===== config.mk =====
export PLATFORM = sky130hd
export DESIGN_NAME = dab_stroke_bounding_box_unit
export DESIGN_NICKNAME = d
export VERILOG_FILES = /design/src/hw/rtl/dbb_pkg.sv /design/src/hw/rtl/dbb_axis_span.sv /design/src/hw/rtl/dab_stroke_bounding_box_unit.sv
export SDC_FILE = /design/constraint.sdc
export NUM_CORES = 2
export LEC_CHECK = 0
export BUFFER_PORTS_ARGS = -buffer_cell sky130_fd_sc_hd__buf_2
export CELL_PAD_IN_SITES_DETAIL_PLACEMENT = 1
export CELL_PAD_IN_SITES_GLOBAL_PLACEMENT = 2
export CORE_MARGIN = 2
export CORE_UTILIZATION = 38
export CTS_BUF_LIST = sky130_fd_sc_hd__clkbuf_16
export CTS_CLUSTER_DIAMETER = 30
export DETAILED_ROUTE_END_ITERATION = 8
export GPL_ROUTABILITY_DRIVEN = 0
export PLACE_DENSITY = 0.8
export REMOVE_ABC_BUFFERS = 1
export SYNTH_ARGS = -nofsm -noshare
export SYNTH_HDL_FRONTEND = slang
export SYNTH_SLANG_ARGS = --single-unit

===== constraint.sdc =====
create_clock -name clk -period 25.3 [get_ports clk]
set_input_delay 0 -clock clk [delete_from_list [all_inputs] [get_ports clk]]
set_output_delay 0 -clock clk [all_outputs]
set_load 0.005 [all_outputs]

===== src/hw/rtl/dbb_pkg.sv =====
// dbb_pkg: shared types, widths and saturation helpers for the dab stroke
// bounding box unit. Used by dbb_axis_span and dab_stroke_bounding_box_unit.
// No dependencies.
package dbb_pkg;

  // running position width (16 to 48)
  localparam int COORD_BITS = 32;

  // width of the sum of a position and a 32-bit offset
  localparam int SUM_BITS = ((COORD_BITS > 32) ? COORD_BITS : 32) + 1;

  // width for the per-axis edge arithmetic (pos*128 - size, with margin)
  localparam int EXT_BITS = (COORD_BITS + 10 > 34) ? COORD_BITS + 10 : 34;

  localparam logic signed [SUM_BITS-1:0] POS_MAX =
    SUM_BITS'({(COORD_BITS-1){1'b1}});
  localparam logic signed [SUM_BITS-1:0] POS_MIN = ~POS_MAX;

  localparam logic signed [EXT_BITS-1:0] BOX_MAX = EXT_BITS'(32'h7fff_ffff);
  localparam logic signed [EXT_BITS-1:0] BOX_MIN = ~BOX_MAX;

  typedef enum logic [1:0] {
    MODE_START_SUB = 2'd0,
    MODE_START_PIX = 2'd1,
    MODE_DAB       = 2'd2
  } mode_t;

  // per-axis control from the box stage
  typedef struct packed {
    logic pixel;  // pixel mode arithmetic
    logic seed;   // start item: single pixel at the origin
  } axis_ctl_t;

  function automatic logic signed [COORD_BITS-1:0] sat_pos(
    input logic signed [SUM_BITS-1:0] v
  );
    logic signed [SUM_BITS-1:0] c;
    c = v;
    if (v > POS_MAX) begin
      c = POS_MAX;
    end else if (v < POS_MIN) begin
      c = POS_MIN;
    end
    return c[COORD_BITS-1:0];
  endfunction

  function automatic logic signed [31:0] sat_box(
    input logic signed [EXT_BITS-1:0] v
  );
    logic signed [EXT_BITS-1:0] c;
    c = v;
    if (v > BOX_MAX) begin
      c = BOX_MAX;
    end else if (v < BOX_MIN) begin
      c = BOX_MIN;
    end
    return c[31:0];
  endfunction

endpackage


===== src/hw/rtl/dbb_axis_span.sv =====
// dbb_axis_span: low and high pixel edge of one dab or start pixel on one axis.
// Depends on dbb_pkg.
module dbb_axis_span
  import dbb_pkg::*;
(
  input  logic signed [COORD_BITS-1:0] pos,
  input  logic        [15:0]           dsize,
  input  axis_ctl_t                    ctl,
  output logic signed [31:0]           lo,
  output logic signed [31:0]           hi
);

  logic signed [EXT_BITS-1:0] pos_e;
  logic signed [EXT_BITS-1:0] size_e;
  logic signed [EXT_BITS-1:0] span_e;
  logic signed [EXT_BITS-1:0] half_e;
  logic signed [EXT_BITS-1:0] scaled;
  logic signed [EXT_BITS-1:0] scaled_sh;
  logic signed [EXT_BITS-1:0] scaled_fix;
  logic signed [EXT_BITS-1:0] sub_lo;
  logic signed [EXT_BITS-1:0] sub_hi;
  logic signed [EXT_BITS-1:0] pix_lo;
  logic signed [EXT_BITS-1:0] pix_hi;
  logic signed [EXT_BITS-1:0] quarter_sh;
  logic signed [EXT_BITS-1:0] quarter_fix;
  logic signed [EXT_BITS-1:0] quarter;
  logic signed [EXT_BITS-1:0] lo_e;
  logic signed [EXT_BITS-1:0] hi_e;
  logic        [16:0]         diam;

  assign pos_e  = {{(EXT_BITS-COORD_BITS){pos[COORD_BITS-1]}}, pos};
  assign size_e = {{(EXT_BITS-16){1'b0}}, dsize};
  assign span_e = {{(EXT_BITS-8){1'b0}}, dsize[15:8]};
  assign diam   = {1'b0, dsize} + 17'd1;
  assign half_e = {{(EXT_BITS-16){1'b0}}, diam[16:1]};

  // subpixel: trunc((128*pos - size) / 512) toward zero
  assign scaled     = (pos_e <<< 7) - size_e;
  assign scaled_sh  = scaled >>> 9;
  assign scaled_fix = {{(EXT_BITS-1){1'b0}},
                       scaled[EXT_BITS-1] && (scaled[8:0] != 9'd0)};
  assign sub_lo     = scaled_sh + scaled_fix;
  assign sub_hi     = sub_lo + span_e;

  assign pix_lo = pos_e - half_e;
  assign pix_hi = pix_lo + size_e;

  // start pixel in subpixel mode is trunc(pos / 4)
  assign quarter_sh  = pos_e >>> 2;
  assign quarter_fix = {{(EXT_BITS-1){1'b0}},
                        pos[COORD_BITS-1] && (pos[1:0] != 2'd0)};
  assign quarter     = quarter_sh + quarter_fix;

  always_comb begin
    if (ctl.seed) begin
      lo_e = ctl.pixel ? pos_e : quarter;
      hi_e = lo_e;
    end else if (ctl.pixel) begin
      lo_e = pix_lo;
      hi_e = pix_hi;
    end else begin
      lo_e = sub_lo;
      hi_e = sub_hi;
    end
  end

  assign lo = sat_box(lo_e);
  assign hi = sat_box(hi_e);

endmodule


===== src/hw/rtl/dab_stroke_bounding_box_unit.sv =====
// dab_stroke_bounding_box_unit: top level, running position, box merge and
// result register. Depends on dbb_pkg and dbb_axis_span.
//
//   channel  dir  tdata (low bit up)                      tuser / tlast
//   s_*      in   coord_x, coord_y, dsize (80 bits)       tuser mode, tlast last
//   m_*      out  box_left, box_top, box_right, box_bottom (128 bits)  none
//
// one request per cycle while s_tready is high; a request's box passes the
// input register, position update and box merge before it leaves the result register.
// rst is synchronous: position, box and mode state go to zero, subpixel.
// requests without last keep flowing while a result waits; the pipeline
// only holds when a last request meets a result register that is not taken.
module dab_stroke_bounding_box_unit
  import dbb_pkg::*;
(
  input  logic         clk,
  input  logic         rst,
  input  logic         s_tvalid,
  output logic         s_tready,
  input  logic [79:0]  s_tdata,   // coord_x[31:0], coord_y[63:32], dsize[79:64]
  input  logic [1:0]   s_tuser,   // mode
  input  logic         s_tlast,   // last
  output logic         m_tvalid,
  input  logic         m_tready,
  output logic [127:0] m_tdata    // box_left, box_top, box_right, box_bottom
);

  logic advance;

  // input register
  logic               v1;
  logic [1:0]         mode1;
  logic signed [31:0] cx1;
  logic signed [31:0] cy1;
  logic [15:0]        size1;
  logic               last1;

  // position state
  logic signed [COORD_BITS-1:0] pos_x;
  logic signed [COORD_BITS-1:0] pos_y;
  logic signed [COORD_BITS-1:0] pos_x_next;
  logic signed [COORD_BITS-1:0] pos_y_next;
  logic                         pixel_mode;
  logic                         pixel_mode_next;
  logic signed [SUM_BITS-1:0]   sum_x;
  logic signed [SUM_BITS-1:0]   sum_y;
  logic signed [SUM_BITS-1:0]   org_x;
  logic signed [SUM_BITS-1:0]   org_y;

  // box stage register
  logic                         v2;
  logic [1:0]                   mode2;
  logic                         pix2;
  logic signed [COORD_BITS-1:0] px2;
  logic signed [COORD_BITS-1:0] py2;
  logic [15:0]                  size2;
  logic                         last2;

  // box state
  logic signed [31:0] min_x, min_y, max_x, max_y;
  logic signed [31:0] min_x_next, min_y_next, max_x_next, max_y_next;
  logic signed [31:0] lo_x, hi_x, lo_y, hi_y;
  axis_ctl_t          ctl;

  assign advance  = !(v2 && last2 && m_tvalid && !m_tready);
  assign s_tready = advance;

  always_ff @(posedge clk) begin
    if (rst) begin
      v1 <= 1'b0;
    end else if (advance) begin
      v1 <= s_tvalid;
    end
  end

  always_ff @(posedge clk) begin
    if (advance && s_tvalid) begin
      cx1   <= s_tdata[31:0];
      cy1   <= s_tdata[63:32];
      size1 <= s_tdata[79:64];
      mode1 <= s_tuser;
      last1 <= s_tlast;
    end
  end

  assign sum_x = {{(SUM_BITS-COORD_BITS){pos_x[COORD_BITS-1]}}, pos_x}
               + {{(SUM_BITS-32){cx1[31]}}, cx1};
  assign sum_y = {{(SUM_BITS-COORD_BITS){pos_y[COORD_BITS-1]}}, pos_y}
               + {{(SUM_BITS-32){cy1[31]}}, cy1};
  assign org_x = {{(SUM_BITS-32){cx1[31]}}, cx1};
  assign org_y = {{(SUM_BITS-32){cy1[31]}}, cy1};

  always_comb begin
    pos_x_next      = pos_x;
    pos_y_next      = pos_y;
    pixel_mode_next = pixel_mode;
    case (mode1)
      MODE_START_SUB: begin
        pos_x_next      = sat_pos(org_x);
        pos_y_next      = sat_pos(org_y);
        pixel_mode_next = 1'b0;
      end
      MODE_START_PIX: begin
        pos_x_next      = sat_pos(org_x);
        pos_y_next      = sat_pos(org_y);
        pixel_mode_next = 1'b1;
      end
      MODE_DAB: begin
        pos_x_next = sat_pos(sum_x);
        pos_y_next = sat_pos(sum_y);
      end
      default: begin
      end
    endcase
  end

  always_ff @(posedge clk) begin
    if (rst) begin
      pos_x      <= '0;
      pos_y      <= '0;
      pixel_mode <= 1'b0;
      v2         <= 1'b0;
    end else if (advance) begin
      v2 <= v1;
      if (v1) begin
        pos_x      <= pos_x_next;
        pos_y      <= pos_y_next;
        pixel_mode <= pixel_mode_next;
      end
    end
  end

  always_ff @(posedge clk) begin
    if (advance && v1) begin
      mode2 <= mode1;
      pix2  <= pixel_mode_next;
      px2   <= pos_x_next;
      py2   <= pos_y_next;
      size2 <= size1;
      last2 <= last1;
    end
  end

  assign ctl.pixel = pix2;
  assign ctl.seed  = (mode2 == MODE_START_SUB) || (mode2 == MODE_START_PIX);

  dbb_axis_span u_span_x (
    .pos   (px2),
    .dsize (size2),
    .ctl   (ctl),
    .lo    (lo_x),
    .hi    (hi_x)
  );

  dbb_axis_span u_span_y (
    .pos   (py2),
    .dsize (size2),
    .ctl   (ctl),
    .lo    (lo_y),
    .hi    (hi_y)
  );

  always_comb begin
    min_x_next = min_x;
    min_y_next = min_y;
    max_x_next = max_x;
    max_y_next = max_y;
    case (mode2)
      MODE_START_SUB, MODE_START_PIX: begin
        min_x_next = lo_x;
        max_x_next = hi_x;
        min_y_next = lo_y;
        max_y_next = hi_y;
      end
      MODE_DAB: begin
        if (lo_x < min_x) min_x_next = lo_x;
        if (lo_y < min_y) min_y_next = lo_y;
        if (hi_x > max_x) max_x_next = hi_x;
        if (hi_y > max_y) max_y_next = hi_y;
      end
      default: begin
      end
    endcase
  end

  always_ff @(posedge clk) begin
    if (rst) begin
      min_x <= '0;
      min_y <= '0;
      max_x <= '0;
      max_y <= '0;
    end else if (advance && v2) begin
      min_x <= min_x_next;
      min_y <= min_y_next;
      max_x <= max_x_next;
      max_y <= max_y_next;
    end
  end

  // result register
  always_ff @(posedge clk) begin
    if (rst) begin
      m_tvalid <= 1'b0;
    end else if (advance && v2 && last2) begin
      m_tvalid <= 1'b1;
    end else if (m_tready) begin
      m_tvalid <= 1'b0;
    end
  end

  always_ff @(posedge clk) begin
    if (advance && v2 && last2) begin
      m_tdata <= {max_y_next, max_x_next, min_y_next, min_x_next};
    end
  end

endmodule


# == After elaboration in Yosys (flattened, before gate mapping) ==
# Index checks and enable logic that the tools add are counted.
# classes
order_cmp,20
addsub,15
eq_ne,4
n_reduce_logical,24
mux,39
n_bitwise,1
# ops
operator,count
$mux W32,20
$mux W42,10
$pmux W32 S2,6
$gt A42 B32 Y1 const B,4
$lt A42 B32 Y1 const B,4
$add A42 B17 Y42,2
$add A42 B9 Y42,2
$sub A39 B17 Y40,2
$add A32 B32 Y33,2
$gt A33 B32 Y1 const B,2
$lt A33 B32 Y1 const B,2
$sub A32 B17 Y33,2
$add A31 B2 Y32,2
$gt A32 B32 Y1,2
$gt A32 B32 Y1 const B,2
$lt A32 B32 Y1,2
$lt A32 B32 Y1 const B,2
$add A30 B2 Y31,2
$reduce_bool A9 Y1,2
$add A16 B1 Y17 const B,1
$logic_and A1 B1 Y1,11
$reduce_bool A2 Y1,3
$eq A2 B1 Y1 const B,2
$eq A2 B2 Y1 const B,2
other kinds (8),12
# word_totals
reg_bits,491
output_inout_bits,130
inputBits,87

# == Depth between registers and ports, before layout ==
# depth
depth_word,13
depth_mapped,50
mapped_depth_nobuf,45

# == By module ==
# Synthesis repeated with hierarchy kept, for this count alone.
# unflattened
cells_unflattened,5027
hier_area_um2,42928.7
# modules_own_cells
mod,area_each_um2,seq_area_each_um2,cells_each,instances
dab_stroke_bounding_box_unit,26256.4,12782.3,2496,1
dbb_axis_span (u_span_y),8769.7,0.0,1300,1
dbb_axis_span (u_span_x),7902.6,0.0,1231,1

# == Least setup slack after synthesis ==
# OpenSTA, ideal clock, no wires.
# synth_timing
kind,register -> register
from,register size2[9]
to,register m_tdata[100] (data pin)
arrival_ps,8990
slack_ps,16032
path_stages_with_launch,48
period_less_slack_ps,9268
path_buffers,4
setup_time_ps,278
path_cell_list,edfxtp_1 > inv_1 > ha_1 > and2_1 > a221o_1 > a211oi_1 > o211ai_1 > nor2_1 > nor2_1 > a21oi_1 > ha_1 > nor2b_1 > nand3_1 > a211oi_1 > a41oi_1 > o311a_1 > clkbuf_1 > xnor2_1 > (+12 left out) > nand2_1 > clkbuf_1 > nand2_1 > ha_1 > nor2b_1 > o21a_1 > o21a_1 > o21a_1 > o21a_1 > o21a_1 > o21a_1 > o21a_1 > o21ai_0 > a21oi_1 > o21a_1 > nor2_1 > clkbuf_1 > a22oi_1
# synth_between
elab_chain_cells,12
elab_cells_between_ends,16
# synth_rtl
item,line,text
"start, declared",dab_stroke_bounding_box_unit.sv:56,logic [15:0] size2;
"start signal, assigned",dab_stroke_bounding_box_unit.sv:139,size2 <= size1;
$sub A39 B17 Y40,dbb_axis_span.sv:38,assign scaled = (pos_e <<< 7) - size_e;
$logic_and A1 B1 Y1,dbb_axis_span.sv:41,scaled[EXT_BITS-1] && (scaled[8:0] != 9'd0)};
$add A31 B2 Y32,dbb_axis_span.sv:42,assign sub_lo = scaled_sh + scaled_fix;
$add A42 B9 Y42,dbb_axis_span.sv:43,assign sub_hi = sub_lo + span_e;
$mux W42 *,dbb_axis_span.sv:58,end else if (ctl.pixel) begin
$mux W42 *,dbb_axis_span.sv:55,if (ctl.seed) begin
$lt A42 B32 Y1,dbb_pkg.sv:54,end else if (v < BOX_MIN) begin
$mux W32,dbb_pkg.sv:54,
$mux W32 *,dbb_pkg.sv:52,if (v > BOX_MAX) begin
$gt A32 B32 Y1,dab_stroke_bounding_box_unit.sv:179,if (hi_y > max_y) max_y_next = hi_y;
$mux W32,dab_stroke_bounding_box_unit.sv:179,
$pmux W32 S2 *,dab_stroke_bounding_box_unit.sv:168,case (mode2)
net max_y_next[4],dab_stroke_bounding_box_unit.sv:61,"logic signed [31:0] min_x_next, min_y_next, max_x_next, max_y_next;"
"end signal, assigned",dab_stroke_bounding_box_unit.sv:213,"m_tdata <= {max_y_next, max_x_next, min_y_next, min_x_next};"
"end, declared",dab_stroke_bounding_box_unit.sv:25,output logic [127:0] m_tdata
# Mark *: on every way through the listed nets, which the timed path passes. The rest lies on a longest branch.
# A chain may end at the register's enable or synchronous reset.

# == Worst setup path in the final report ==
# layout_timing
from,register size2[10]
to,register max_y[22]
# layout_between
elab_chain_cells,12
elab_cells_between_ends,16
# layout_rtl
item,line,text
$sub A39 B17 Y40,dbb_axis_span.sv:38,
$logic_and A1 B1 Y1,dbb_axis_span.sv:41,
$add A31 B2 Y32,dbb_axis_span.sv:42,
$add A42 B9 Y42,dbb_axis_span.sv:43,
$mux W42 *,dbb_axis_span.sv:58,
$mux W42 *,dbb_axis_span.sv:55,
$lt A42 B32 Y1,dbb_pkg.sv:54,
$mux W32,dbb_pkg.sv:54,
$mux W32 *,dbb_pkg.sv:52,
$gt A32 B32 Y1,dab_stroke_bounding_box_unit.sv:179,
$mux W32,dab_stroke_bounding_box_unit.sv:179,
$pmux W32 S2 *,dab_stroke_bounding_box_unit.sv:168,
"end signal, assigned",dab_stroke_bounding_box_unit.sv:196,max_y <= max_y_next;
"end, declared",dab_stroke_bounding_box_unit.sv:60,"logic signed [31:0] min_x, min_y, max_x, max_y;"
# Mark *: on every way between the ends. The rest lies on a longest branch, timed or not.

==> summary.md <==
| Metric | Value |
|---|---|
| Outcome | `finished clean` |
| Clock transition at path regs | `about 50 ps` |
| DRC Markers | `0` |
| Global Route met3 Usage | `4.80%` |
| I/O pin count | `around 220` |
| Seq/Total Area, Yosys | `between 30% and 40%` |
| Worst Path Arrival | `~13000 ps` |
| Clk Latency, worst-skew pair | `around 740 ps` |
| Final wirelength | `about 160 mm` |
| Crit share post-route | `around half` |
| Static Leak | `roughly 19 nW` |
| Post-synth ARST share | `0%` |
| Largest family of logic cells by synthesized area | `compound AO/OA/AOI/OAI gates` |
| CP Capture Type | `register` |
| Placed Instance Area | `0.0440 mm^2` |
| HP Class | `primary input to register` |
| Initial Util | `between 30% and 40%` |
| Iteration-0 DRC Markers | `~3200` |
| Slew HR | `between 15 and 20%` |
| Most used cell, CP | `o21a_1` |
| Max_cap viols | `0` |
| Global-route wire length before repair | `about 250 mm` |
| GRT Overall Usage | `roughly 28%` |
| CTS buffer count | `132` |
| Syn. warnings | `0` |
| Cell row count | `about 120` |
| Layout fillers | `around 13000` |
| Area growth syn-to-layout | `20.1%` |
| Largest area contributor in the netlist | `edfxtp_1` |
| Ys flop type | `edfxtp_1` |
| Worst slew pin tran | `1230 ps` |
| Pins over their slew limit | `0` |
| CTS tree | `done` |
| H-tree depth | `4` |
| Clock sink count | `491` |
| Synth Area in XOR/XNOR | `under 10%` |
| Root Buffer | `clkbuf_16` |
| Antenna diodes | `0` |
| Synth cell types | `116` |
| Share of the synthesized area in the top cell type | `a little over a fifth` |
| CP required | `roughly 26000 ps` |
| Vias in the first global route | `slightly above 40000` |
| Slowest CP cell | `nor2_1` |
| Die area | `around 0.11 mm^2` |
| Startpoint Class | `register` |
| Met1 GRT Util | `41.5%` |
| Routed len/inst | `around 24 um` |
| Critical path type | `register to register` |
| Via count | `between 40000 and 50000` |
| Final layout net count | `5691` |
| Simple-gate area share of the yosys netlist | `around a fifth` |
| Synth Area in Compound Gates | `between 20% and 30%` |
| F_max | `between 80 and 90 MHz` |
| Remaining Overflow, GRT | `0` |
| Setup total negative slack | `0 ps` |
| CP max FO | `42` |
| Pwr dens | `about 70 mW/mm^2` |
| Max Clock Skew | `about 37 ps` |
| Core Area | `roughly 0.11 mm^2` |
| Minimum clock period | `~12000 ps` |
| Register bit total from synthesis | `between 400 and 500` |
| Hpwl dp | `between 100 and 150 mm` |
| Mapped Area | `around 0.042 mm^2` |
| Mux cell area share after synthesis | `under 10%` |
| Syn Inst Count | `between 5000 and 6000` |
| CP max stage delay | `slightly below 700 ps` |
| Endpoints failing setup | `0` |
| Largest net degree at the start of global routing | `114` |
| Adder-cell share of the synthesized area | `9.28%` |
| Clock Path Buffers | `3` |
| Final instance area | `between 0.05 and 0.06 mm^2` |
| Antenna-violating nets left | `0` |
| Worst VDD drop | `about 52 uV` |
| Die Height | `approximately 340 um` |
| Avg Cell Area, Syn | `about 8.3 um^2` |
| Number of flops mapped to enable cells by yosys | `around 300` |
| TritonRoute pass-1 iters | `5` |
| Via density | `between 5 and 6` |
| M2 GR Usage | `a little over two fifths` |
| Share of post-route cells with drive strength above 1 | `between 10% and 20%` |
| Die Width | `~340 um` |
| Port Buf Inserts | `216` |
| Final Hold Vio Count | `0` |
| RSZ-0062 raised after global routing | `no` |
| Global route hottest layer | `met2` |
| Initial antenna violation count | `1` |
| Ranking of synthesized cells by area | `edfxtp_1 (21%), dfxtp_1 (9.4%), ha_1 (8.9%)` |
==> sequential cells by signal, summed over array words and instances (netlist names) <==
signal and flops:
m_tdata 128, cx1 32, cy1 32, max_x 32, max_y 32, min_x 32, min_y 32, pos_x 32
pos_y 32, px2 32, py2 32, size1 16, size2 16, mode1 2, mode2 2, last1 1
last2 1, m_tvalid 1, pix2 1, pixel_mode 1, v1 1, v2 1
==> where the power goes <==
| group | total (mW) | switching [mW] | leakage (nW) | internal (mW) |
|---|---|---|---|---|
| combinational | 0.893 | 0.560 | 12.7 | 0.333 |
| clock | 1.68 | 0.551 | 2.20 | 1.13 |
| sequential | 0.948 | 0.0478 | 4.38 | 0.900 |
==> cell type report <==
class	count	area [um^2]	area share, %
repair buffers	452	3280	6.54
well taps	1414	1770	3.53
clock buffers	134	3350	6.69
clock inverters	109	1140	2.27
inverters	239	905	1.80
multi-input cells	3983	26900	53.7
flip-flops and latches	491	12800	25.5
==> logic make-up after synthesis <==
kind of cell / after synthesis
flip-flops: 491
multiplexers: 103
buffers and inverters: 535
AO/OA/AOI/OAI: 1644
AND/OR/NAND/NOR: 1600
XOR/XNOR: 331
adder cells (fa/ha/maj): 305
==> per-stage QoR <==
stage | worst slack [ps] | power (mW) | hold WS, ps | cells | utilization [%]
global route | 11850 | 3.68 | 51.4 | 6822 | 46.0
global placement | 13550 | 1.80 | 176 | 6414 | 40.4
floorplan | 10800 | 1.53 | 66.2 | 4713 | -
detailed placement | 13090 | 1.81 | 179 | 6414 | 40.4
CTS | 13010 | 3.53 | 7.22 | 6822 | 46.0
finish | 12830 | 3.52 | 66.6 | 6822 | 46.0
==> per-layer routing <==
layer,wire length [um],share of wire (%),vias up
met1,79100,49,20000
met5,0,0,-
li1,-,-,19300
met2,68700,42,1244
met4,4340,2.7,0
met3,10800,6.6,223
==> placed cells by master (no fill, tap or decap), types with 43 or more instances in the layout <==
cell type and count:
nand2_1 450, a21oi_1 400, nor2_1 382, o21ai_0 364
ha_1 297, edfxtp_1 295, inv_1 248, buf_2 215
xnor2_1 209, dfxtp_1 196, dlygate4sd3_1 165, clkbuf_16 134
nand3_1 132, xor2_1 121, a21o_1 119, nor3_1 110
a211oi_1 98, mux2i_1 83, nand4_1 71, buf_4 71
and3_1 70, o21a_1 64, nand2b_1 56, nor2b_1 53
a221oi_1 53, or3_1 49, a31oi_1 48, o211ai_1 43
==> final timing paths <==
kind,to,cells after the start,slack (ps),start
setup / recovery,max_y[22],46,12830,size2[10]
hold reg to reg,last2,0,430,last1
hold / removal,size1[15],2,70,s_tdata[79]
setup reg to reg,max_y[22],46,12830,size2[10]
==> critical path: cells and delay by family, from the launching register on <==
| family | cells | cell delay (ps) |
|---|---|---|
| buf+inv | 4 | 890 |
| xor+xnor | 1 | 200 |
| simple gates | 12 | 3560 |
| compound gates | 25 | 5660 |
| fa+ha+maj | 4 | 1380 |
| flops | 1 | 640 |
==> Yosys cell counts, types with 33 or more instances <==
master,count
a21o_1,119
nor3_1,111
inv_1,238
and2_1,36
nand2b_1,56
xnor2_1,209
xor2_1,121
a21oi_1,400
clkbuf_1,215
o21ba_2,35
mux2i_1,83
nand2_1,451
o22ai_1,40
ha_1,297
nand4_1,71
nand3_1,132
o21ai_0,366
nor4_1,39
and3_1,70
nor2b_1,53
a221oi_1,53
nor2_1,385
a211o_1,35
dfxtp_1,196
edfxtp_1,295
a211oi_1,99
o211ai_1,43
a31oi_1,49
o21a_1,64
or3_1,49
or2_2,33
o31ai_1,35
==> repair_timing <==
item,in CTS,in global routing
resized for setup,0,0
hold buffers,165,0
hold endpoints to repair,136,0
setup buffers,0,0
(Power assumes the default switching activity.)
